## config.mk

```make
export PLATFORM = sky130hd
export DESIGN_NAME = nmea_rmc_time_extractor
export DESIGN_NICKNAME = d
export VERILOG_FILES = /design/src/rtl/nrte_pkg.sv /design/src/rtl/nrte_front.sv /design/src/rtl/nrte_queue.sv /design/src/rtl/nrte_back.sv /design/src/rtl/nmea_rmc_time_extractor.sv
export SDC_FILE = /design/constraint.sdc
export NUM_CORES = 1
export LEC_CHECK = 0
export BUFFER_PORTS_ARGS = -buffer_cell sky130_fd_sc_hd__clkbuf_2
export CAP_MARGIN = 10
export CORE_ASPECT_RATIO = 1.25
export CORE_MARGIN = 1
export CORE_UTILIZATION = 49
export DETAILED_ROUTE_END_ITERATION = 7
export GPL_ROUTABILITY_DRIVEN = 0
export PLACE_DENSITY = 0.66
export SLEW_MARGIN = 20
export SYNTH_ARGS = -nofsm -noshare
export SYNTH_HDL_FRONTEND = slang
export SYNTH_SLANG_ARGS = --single-unit
```

## constraint.sdc

```tcl
create_clock -name i_clk -period 5.6 [get_ports i_clk]
set_input_delay 0.84 -clock i_clk [delete_from_list [all_inputs] [get_ports i_clk]]
set_output_delay 0.84 -clock i_clk [all_outputs]
set_load 0.02 [all_outputs]
```

## src/rtl/nrte_pkg.sv

```systemverilog
`timescale 1ns / 1ps

package nrte_pkg;

    localparam logic [3:0] C_MIN_LEN       = 4'd15;
    localparam logic [4:0] C_ZONE_RESET    = 5'd8;
    localparam logic [4:0] C_HOURS_PER_DAY = 5'd24;
    localparam logic [5:0] C_RECIP_24      = 6'd43;
    localparam int         C_RECIP_SHIFT   = 10;
    localparam logic [7:0] C_CHAR_STAR     = 8'h2A;
    localparam logic [7:0] C_CHAR_COMMA    = 8'h2C;
    localparam logic [7:0] C_CHAR_STATUS   = 8'h41;
    localparam logic [2:0] C_TIME_DIGITS   = 3'd6;
    localparam logic [2:0] C_HEADER_LAST   = 3'd5;

    typedef enum logic [2:0] {
        PH_HEADER,
        PH_SEEK1,
        PH_TIME,
        PH_SEEK2,
        PH_STATUS,
        PH_DONE
    } t_phase;

    typedef enum logic [1:0] {
        CK_BEFORE,
        CK_HEX1,
        CK_HEX2,
        CK_DONE
    } t_ck_phase;

    typedef struct packed {
        logic [7:0] character;
        logic       last;
    } t_in;

    typedef struct packed {
        logic [4:0] hours;
        logic [6:0] minutes;
        logic [6:0] seconds;
        logic       have_time;
        logic       accepted;
    } t_out;

    typedef logic [5:0][3:0] t_digits;

    typedef struct packed {
        logic    ok;
        t_digits digits;
    } t_rec;

    function automatic logic [7:0] header_char(input logic [2:0] idx);
        logic [7:0] c;
        unique case (idx)
            3'd0:    c = 8'h24;
            3'd1:    c = 8'h47;
            3'd2:    c = 8'h50;
            3'd3:    c = 8'h52;
            3'd4:    c = 8'h4D;
            default: c = 8'h43;
        endcase
        return c;
    endfunction

    function automatic logic is_digit(input logic [7:0] c);
        return (c >= 8'h30) && (c <= 8'h39);
    endfunction

    // Returns the hex value in the low four bits and a valid flag on top.
    function automatic logic [4:0] hex_value(input logic [7:0] c);
        logic [7:0] d;
        logic [4:0] r;
        d = 8'h00;
        r = 5'd0;
        if (is_digit(c)) begin
            d = c - 8'h30;
            r = {1'b1, d[3:0]};
        end else if ((c >= 8'h41) && (c <= 8'h46)) begin
            d = c - 8'h37;
            r = {1'b1, d[3:0]};
        end
        return r;
    endfunction

    function automatic logic [6:0] two_digits(input logic [3:0] hi, input logic [3:0] lo);
        return {hi, 3'b000} + {2'b00, hi, 1'b0} + {3'b000, lo};
    endfunction

endpackage

```

## src/rtl/nrte_front.sv

```systemverilog
`timescale 1ns / 1ps

module nrte_front (
    input  logic          i_clk,
    input  logic          i_rst_n,
    input  logic          i_accept,
    input  nrte_pkg::t_in i_data,
    output logic          o_push,
    output nrte_pkg::t_rec o_rec
);
    import nrte_pkg::*;

    t_phase     r_phase, n_phase;
    t_ck_phase  r_ck, n_ck;
    logic [3:0] r_count, n_count;
    logic       r_header_ok, n_header_ok;
    logic [2:0] r_tidx, n_tidx;
    logic       r_digits_ok, n_digits_ok;
    logic [7:0] r_xor, n_xor;
    logic [7:0] r_recv, n_recv;
    logic       r_hex_ok, n_hex_ok;
    logic       r_status_ok, n_status_ok;
    t_digits    r_digits, n_digits;
    logic       w_ok;
    logic [4:0] w_hex;
    logic [7:0] w_c;

    assign w_c = i_data.character;

    always_comb begin
        n_phase     = r_phase;
        n_ck        = r_ck;
        n_count     = r_count;
        n_header_ok = r_header_ok;
        n_tidx      = r_tidx;
        n_digits_ok = r_digits_ok;
        n_xor       = r_xor;
        n_recv      = r_recv;
        n_hex_ok    = r_hex_ok;
        n_status_ok = r_status_ok;
        n_digits    = r_digits;
        w_hex       = hex_value(w_c);
        w_ok        = 1'b0;
        if (i_accept) begin
            unique case (r_phase)
                PH_HEADER: begin
                    if (w_c != header_char(r_count < 4'd6 ? r_count[2:0] : C_HEADER_LAST)) begin
                        n_header_ok = 1'b0;
                    end
                    if (r_count >= {1'b0, C_HEADER_LAST}) begin
                        n_phase = PH_SEEK1;
                    end
                end
                PH_SEEK1: begin
                    if (w_c == C_CHAR_COMMA) begin
                        n_phase = PH_TIME;
                        n_tidx  = 3'd0;
                    end
                end
                PH_TIME: begin
                    if (is_digit(w_c)) begin
                        n_digits[r_tidx] = w_c[3:0];
                    end else begin
                        n_digits_ok = 1'b0;
                    end
                    n_tidx = r_tidx + 3'd1;
                    if (n_tidx >= C_TIME_DIGITS) begin
                        n_phase = PH_SEEK2;
                    end
                end
                PH_SEEK2: begin
                    if (w_c == C_CHAR_COMMA) begin
                        n_phase = PH_STATUS;
                    end
                end
                PH_STATUS: begin
                    n_status_ok = (w_c == C_CHAR_STATUS);
                    n_phase     = PH_DONE;
                end
                default: begin
                end
            endcase

            unique case (r_ck)
                CK_BEFORE: begin
                    if (r_count != 4'd0) begin
                        if (w_c == C_CHAR_STAR) begin
                            n_ck = CK_HEX1;
                        end else begin
                            n_xor = r_xor ^ w_c;
                        end
                    end
                end
                CK_HEX1: begin
                    n_recv = {w_hex[3:0], 4'h0};
                    n_hex_ok = r_hex_ok & w_hex[4];
                    n_ck = CK_HEX2;
                end
                CK_HEX2: begin
                    n_recv = r_recv | {4'h0, w_hex[3:0]};
                    n_hex_ok = r_hex_ok & w_hex[4];
                    n_ck = CK_DONE;
                end
                default: begin
                end
            endcase

            if (r_count != C_MIN_LEN) begin
                n_count = r_count + 4'd1;
            end

            w_ok = (n_count == C_MIN_LEN) && n_header_ok && (n_phase == PH_DONE) &&
                   n_digits_ok && n_status_ok && (n_ck == CK_DONE) && n_hex_ok &&
                   (n_xor == n_recv);
        end
    end

    always_ff @(posedge i_clk) begin
        if (!i_rst_n || (i_accept && i_data.last)) begin
            r_phase     <= PH_HEADER;
            r_ck        <= CK_BEFORE;
            r_count     <= 4'd0;
            r_header_ok <= 1'b1;
            r_tidx      <= 3'd0;
            r_digits_ok <= 1'b1;
            r_xor       <= 8'h00;
            r_recv      <= 8'h00;
            r_hex_ok    <= 1'b1;
            r_status_ok <= 1'b0;
        end else begin
            r_phase     <= n_phase;
            r_ck        <= n_ck;
            r_count     <= n_count;
            r_header_ok <= n_header_ok;
            r_tidx      <= n_tidx;
            r_digits_ok <= n_digits_ok;
            r_xor       <= n_xor;
            r_recv      <= n_recv;
            r_hex_ok    <= n_hex_ok;
            r_status_ok <= n_status_ok;
        end
    end

    always_ff @(posedge i_clk) begin
        r_digits <= n_digits;
    end

    assign o_push       = i_accept & i_data.last;
    assign o_rec.ok     = w_ok;
    assign o_rec.digits = n_digits;

endmodule

```

## src/rtl/nrte_queue.sv

```systemverilog
`timescale 1ns / 1ps

module nrte_queue #(
    parameter int DEPTH = 2
) (
    input  logic           i_clk,
    input  logic           i_rst_n,
    input  logic           i_push,
    input  nrte_pkg::t_rec i_rec,
    input  logic           i_pop,
    output logic           o_full,
    output logic           o_nonempty,
    output nrte_pkg::t_rec o_rec
);
    import nrte_pkg::*;

    localparam int PW = $clog2(DEPTH);
    localparam int CW = $clog2(DEPTH + 1);
    localparam logic [PW-1:0] LAST_PTR = PW'(DEPTH - 1);
    localparam logic [CW-1:0] FULL_CNT = CW'(DEPTH);

    t_rec          r_mem [DEPTH];
    logic [PW-1:0] r_wr_ptr;
    logic [PW-1:0] r_rd_ptr;
    logic [CW-1:0] r_count;
    logic          w_do_push;
    logic          w_do_pop;

    assign o_full     = (r_count == FULL_CNT);
    assign o_nonempty = (r_count != '0);
    assign o_rec      = r_mem[r_rd_ptr];
    assign w_do_push  = i_push & ~o_full;
    assign w_do_pop   = i_pop & o_nonempty;

    always_ff @(posedge i_clk) begin
        if (w_do_push) begin
            r_mem[r_wr_ptr] <= i_rec;
        end
    end

    always_ff @(posedge i_clk) begin
        if (!i_rst_n) begin
            r_wr_ptr <= '0;
            r_rd_ptr <= '0;
            r_count  <= '0;
        end else begin
            if (w_do_push) begin
                r_wr_ptr <= (r_wr_ptr == LAST_PTR) ? '0 : r_wr_ptr + 1'b1;
            end
            if (w_do_pop) begin
                r_rd_ptr <= (r_rd_ptr == LAST_PTR) ? '0 : r_rd_ptr + 1'b1;
            end
            if (w_do_push && !w_do_pop) begin
                r_count <= r_count + 1'b1;
            end else if (!w_do_push && w_do_pop) begin
                r_count <= r_count - 1'b1;
            end
        end
    end

endmodule

```

## src/rtl/nrte_back.sv

```systemverilog
`timescale 1ns / 1ps

module nrte_back (
    input  logic           i_clk,
    input  logic           i_rst_n,
    input  logic           i_rec_valid,
    input  nrte_pkg::t_rec i_rec,
    input  logic [4:0]     i_zone,
    output logic           o_pop,
    output logic           o_valid,
    input  logic           i_stall,
    output nrte_pkg::t_out o_data
);
    import nrte_pkg::*;

    t_digits     r_saved;
    logic        r_have;
    logic        r_a_valid;
    logic [7:0]  r_a_hraw;
    logic [6:0]  r_a_min;
    logic [6:0]  r_a_sec;
    logic        r_a_have;
    logic        r_a_acc;
    logic        r_o_valid;
    t_out        r_o_data;
    logic        w_out_adv;
    logic        w_a_adv;
    logic        w_take;
    t_digits     w_sel;
    logic        w_have;
    logic [12:0] w_prod;
    logic [2:0]  w_quot;
    logic [7:0]  w_rem;

    assign w_out_adv = ~r_o_valid | ~i_stall;
    assign w_a_adv   = ~r_a_valid | w_out_adv;
    assign w_take    = w_a_adv & i_rec_valid;
    assign o_pop     = w_take;
    assign w_sel     = i_rec.ok ? i_rec.digits : r_saved;
    assign w_have    = r_have | i_rec.ok;

    // Hour modulo 24 through a reciprocal multiply; exact for sums below 131.
    assign w_prod = {5'd0, r_a_hraw} * {7'd0, C_RECIP_24};
    assign w_quot = w_prod[C_RECIP_SHIFT +: 3];
    assign w_rem  = r_a_hraw - {1'b0, w_quot, 4'h0} - {2'b00, w_quot, 3'h0};

    always_ff @(posedge i_clk) begin
        if (!i_rst_n) begin
            r_have    <= 1'b0;
            r_a_valid <= 1'b0;
            r_o_valid <= 1'b0;
        end else begin
            if (w_take && i_rec.ok) begin
                r_have <= 1'b1;
            end
            if (w_a_adv) begin
                r_a_valid <= i_rec_valid;
            end
            if (w_out_adv) begin
                r_o_valid <= r_a_valid;
            end
        end
    end

    always_ff @(posedge i_clk) begin
        if (w_take && i_rec.ok) begin
            r_saved <= i_rec.digits;
        end
        if (w_take) begin
            r_a_have <= w_have;
            r_a_acc  <= i_rec.ok;
            if (w_have) begin
                r_a_hraw <= {1'b0, two_digits(w_sel[0], w_sel[1])} + {3'b000, i_zone};
                r_a_min  <= two_digits(w_sel[2], w_sel[3]);
                r_a_sec  <= two_digits(w_sel[4], w_sel[5]);
            end else begin
                r_a_hraw <= 8'd0;
                r_a_min  <= 7'd0;
                r_a_sec  <= 7'd0;
            end
        end
        if (w_out_adv && r_a_valid) begin
            r_o_data.hours     <= w_rem[4:0];
            r_o_data.minutes   <= r_a_min;
            r_o_data.seconds   <= r_a_sec;
            r_o_data.have_time <= r_a_have;
            r_o_data.accepted  <= r_a_acc;
        end
    end

    assign o_valid = r_o_valid;
    assign o_data  = r_o_data;

endmodule

```

## src/rtl/nmea_rmc_time_extractor.sv

```systemverilog
`timescale 1ns / 1ps

// Channel   Handshake             Payload       Direction
// input     i_valid / o_stall     i_data        one character per transfer
// output    o_valid / i_stall     o_data        one result per sentence end
// config    i_cfg_we              i_cfg_wdata   zone offset in hours
//
// The parser takes one character every cycle unless stalled; its state is a small set of registers.
// From the queue, each sentence's record is registered in the A stage, then in the output register.
// The input stalls only when the end-of-sentence queue is full.
// Reset is synchronous and clears all control state; the zone offset resets to 8.

module nmea_rmc_time_extractor #(
    parameter int QUEUE_DEPTH = 2
) (
    input  logic            i_clk,
    input  logic            i_rst_n,
    input  logic            i_valid,
    output logic            o_stall,
    input  nrte_pkg::t_in   i_data,
    output logic            o_valid,
    input  logic            i_stall,
    output nrte_pkg::t_out  o_data,
    input  logic            i_cfg_we,
    input  logic [4:0]      i_cfg_wdata
);
    import nrte_pkg::*;

    logic [4:0] r_zone;
    logic       w_accept;
    logic       w_push;
    t_rec       w_push_rec;
    logic       w_full;
    logic       w_nonempty;
    t_rec       w_head;
    logic       w_pop;

    always_ff @(posedge i_clk) begin
        if (!i_rst_n) begin
            r_zone <= C_ZONE_RESET;
        end else if (i_cfg_we) begin
            r_zone <= i_cfg_wdata;
        end
    end

    assign o_stall  = w_full;
    assign w_accept = i_valid & ~w_full;

    nrte_front u_front (
        .i_clk   (i_clk),
        .i_rst_n (i_rst_n),
        .i_accept(w_accept),
        .i_data  (i_data),
        .o_push  (w_push),
        .o_rec   (w_push_rec)
    );

    nrte_queue #(
        .DEPTH(QUEUE_DEPTH)
    ) u_queue (
        .i_clk     (i_clk),
        .i_rst_n   (i_rst_n),
        .i_push    (w_push),
        .i_rec     (w_push_rec),
        .i_pop     (w_pop),
        .o_full    (w_full),
        .o_nonempty(w_nonempty),
        .o_rec     (w_head)
    );

    nrte_back u_back (
        .i_clk      (i_clk),
        .i_rst_n    (i_rst_n),
        .i_rec_valid(w_nonempty),
        .i_rec      (w_head),
        .i_zone     (r_zone),
        .o_pop      (w_pop),
        .o_valid    (o_valid),
        .i_stall    (i_stall),
        .o_data     (o_data)
    );

    a_hours_range: assert property (@(posedge i_clk) disable iff (!i_rst_n)
        o_valid |-> (o_data.hours < C_HOURS_PER_DAY))
        else $error("hours out of range");

    a_accept_has_time: assert property (@(posedge i_clk) disable iff (!i_rst_n)
        (o_valid && o_data.accepted) |-> o_data.have_time)
        else $error("accepted sentence without saved time");

    a_no_time_zero: assert property (@(posedge i_clk) disable iff (!i_rst_n)
        (o_valid && !o_data.have_time) |->
            (o_data.hours == 5'd0 && o_data.minutes == 7'd0 && o_data.seconds == 7'd0))
        else $error("time fields set before any accepted sentence");

    a_no_push_when_full: assert property (@(posedge i_clk) disable iff (!i_rst_n)
        w_full |-> !w_push)
        else $error("push into full queue");

endmodule

```

==> impl_metrics.py <==
metrics = {
    "yosys": {
        "ys_seq_elements": 188,
        "netlist_top_cells_count": "edfxtp_1 (119), ha_1 (73), dfxtp_1 (69)",
        "post-synth-top-area-cell": "edfxtp_1",
        "yosys.area.top_type_share": 0.377,
        "postSynthCellCount": 793,
        "most_numerous_cell_in_the_yosys_netlist": "edfxtp_1",
        "ys_async_sr_fraction": 0,
        "edff_count_synth": 119,
        "syn-cell-area_um2": 9470,
        "synth_cell_type_count": 70,
        "syn_avg_cell_area_um2": 11.9,
        "yosys-top-cells-area": "edfxtp_1 (38%), dfxtp_1 (15%), ha_1 (9.6%)",
        "synth-main-ff-cell": "edfxtp_1",
        "synthesis.yosys.warnings": 0,
        "sequential_fraction_of_the_synthesis_area": 0.523,
        "syn-num-nets": 900,
    },
    "job": {
        "drv_cap": 0,
    },
    "route": {
        "routed-via-count": 5770,
        "drc_errors": 0,
        "detail_route.wirelength_um": 16600,
        "dr.pass1.iters": 4,
        "antenna_left": 0,
        "drtIter0Drc": 202,
        "avgRoutedWirePerCell_um": 15.5,
        "via_per_inst": 5.38,
    },
    "sta": {
        "report.final.hold_viol_count": 0,
        "worstMarginPinSlew_ns": 0.889,
        "worst_slew_margin_rel": 0.407,
        "final-max-slew-violation-count": 0,
        "maxClockFrequency_mhz": 252,
        "grt_setup_unrepaired": "no",
        "skew_ns": 0.0130,
        "final_min_period_over_clock_period": 0.709,
        "period_minus_slack_ns": 3.97,
        "final_critical_path_setup_slack_ns": 1.63,
        "hold_slack_ns": 0.420,
        "timing.setup.tns_ns": 0,
        "report.final.setup_viol": 0,
    },
    "power_and_ir_drop": {
        "clock_power_share": 0.209,
        "cellPowerDensity_nw_per_um2": 559,
        "power_switching_share": 0.367,
        "power.share.combinational": 0.451,
        "cellInternalPower_mw": 3.72,
        "worst_vdd_rail_ir_drop_mv": 0.362,
        "seq_power_share": 0.340,
        "finalPower_mw": 5.88,
        "static-leakage-power_nw": 4.20,
        "switching_power_mw": 2.16,
    },
    "die": {
        "design.core.area_um2": 18800,
        "num_io_pins": 42,
        "die-width_um": 126,
        "floorplan.rows": 56,
        "floorplan.initialDensity": 0.502,
        "die_y_extent_um": 157,
        "floorplan.die_area_um2": 19900,
    },
    "cells_and_area": {
        "antenna-diode-count": 0,
        "final_design_area_no_fill_um2": 10500,
        "layout.core_utilization": 0.558,
        "final_net_count": 934,
        "flow.area_growth_from_synthesis_pct": 11.0,
        "post_route_cells_drive_above_1_share": 0.168,
        "instances_no_fill": 1072,
    },
    "clock_network": {
        "cts_num_sinks": 188,
        "clk_pin_slew_worst_paths_ns": 0.07,
        "post-cts-setup-buffer-count": 0,
        "h-tree-depth": 4,
        "ctsRootBufferMaster": "clkbuf_16",
        "cts_tree": "yes",
        "cts_resized": 0,
        "clock_latency_ns": 0.43,
        "cts_buffer_depth": 2,
        "cts-buffers-inserted": 17,
        "holdBufCountCts": 0,
    },
    "global_routing": {
        "first_pass_grt_wire_length_um": 28300,
        "number_of_global_route_vias_before_repair": 6033,
        "grt.total_usage": 0.181,
        "initial_antenna_violation_count": 0,
        "grt-ovfl-total": 0,
        "maximum_number_of_pins_on_one_net_before_global_route_repair": 32,
    },
    "place": {
        "post-place-cells": 1040,
        "dp_slack_ns": 1.62,
        "numPortBuffers": 41,
        "dp_hpwl_um": 12300,
        "place_area_um2": 9890,
    },
    "worst_setup_path": {
        "cp.required_ns": 5.78,
        "crit_arrival_ns": 4.15,
        "cp_slowest_cell": "fa_1",
        "crit_path_cell_trace": "ha_1, inv_1, fa_1, fa_1, inv_1, ha_1, nand2_1, o21ai_0, nand4_1, nand2_1, xor2_1, ha_1, xor2_1, xnor2_1, xnor2_1, xnor2_1",
        "critPathKind": "reg2reg",
        "end_kind": "flip-flop",
        "critical_path.startpoint_type": "flip-flop",
        "cp_slowest_stage_delay_ns": 0.54,
        "worst-path-max-fanout": 6,
    },
    "hold_path": {
        "worst_hold_path_type": "reg2reg",
    },
    "outcome": {
        "outcome": "completed",
    },
}
==> worst paths after layout <==
path                           start           endpoint  slack [ns]  cells past startpoint
setup / recovery  u_back.r_a_hraw[1]  u_back.o_data[20]        1.63                     16
hold / removal     u_back.r_a_sec[3]   u_back.o_data[5]        0.42                      0
setup reg to reg  u_back.r_a_hraw[1]  u_back.o_data[20]        1.63                     16
hold reg to reg    u_back.r_a_sec[3]   u_back.o_data[5]        0.42                      0
==> sequential cells by signal (all words and copies together) (netlist names), 2 cells and up, named ones only <==
signal / flops
u_back.r_a_min: 7
u_back.r_saved: 24
u_front.r_ck: 2
u_front.r_digits: 24
u_front.r_recv: 8
u_front.r_xor: 8
u_back.r_a_sec: 7
u_queue.r_count: 2
r_zone: 5
u_front.r_count: 4
u_front.r_phase: 3
u_queue.r_mem: 50
u_front.r_tidx: 3
u_back.r_a_hraw: 8
u_back.o_data: 21
==> area by class of cell <==
class | instances | area [µm²]
well taps | 232 | 290
clock inverters | 15 | 190
flip-flops and latches | 188 | 4950
fillers | 1585 | 8340
multi-input cells | 516 | 4190
inverters | 57 | 214
repair buffers | 47 | 250
clock buffers | 17 | 425
==> placed cells by master (no fill, tap or decap), drive strengths merged, types with 2 or more instances in the layout <==
cell type	n
and2	11
clkbuf	58
nor3b	6
mux2	59
o21a	2
dfxtp	69
nand4	9
ha	73
a32oi	2
a31oi	3
mux2i	8
and4	2
or3	5
a21oi	34
nor2	51
buf	6
nand4b	2
nor3	15
clkinv	5
xnor2	29
nor4	3
edfxtp	119
fa	15
nand3b	3
nand3	7
o311ai	3
nand2b	6
or2	2
nand2	54
inv	66
a21boi	4
a21o	13
xor2	24
a211oi	7
o21ai	28
or3b	2
nor2b	17
==> critical path: cells and delay by family (launching register included) <==
| family | cells | cell delay, ns |
|---|---|---|
| xor gates and xnor gates | 5 | 0.74 |
| buffers and inverters | 2 | 0.10 |
| AOI/OAI and AO/OA | 1 | 0.20 |
| DFF | 1 | 0.51 |
| adders and majority gates | 5 | 1.84 |
| and+or+nand+nor | 3 | 0.31 |
==> power groups by stage <==
stage | sequential [mW] | clock (mW) | combinational [mW]
3_3_place_gp | 2.02 | 0 | 2.51
5_1_grt | 2.03 | 1.31 | 3.04
4_1_cts | 2.00 | 1.26 | 2.70
2_1_floorplan | 2.05 | 0 | 2.04
6_report | 2.00 | 1.23 | 2.65
3_5_place_dp | 2.03 | 0 | 2.68
==> per-layer routing <==
layer  GRT usage  vias to the layer above  part of all wire
met5           0                        -                 0
met4      0.0717                        0             0.022
met3      0.0350                       27             0.023
met2       0.345                       94              0.53
met1       0.194                     2773              0.43
li1            -                     2876                 -
==> cell families after synthesis <==
group,share of synthesized area
fa+ha+maj,0.128
xor+xnor,0.0490
compound gates,0.0739
mux,0.0786
simple gates,0.110
buf+inv,0.0365
flops,0.523
Power figures use the tool's default switching activity.
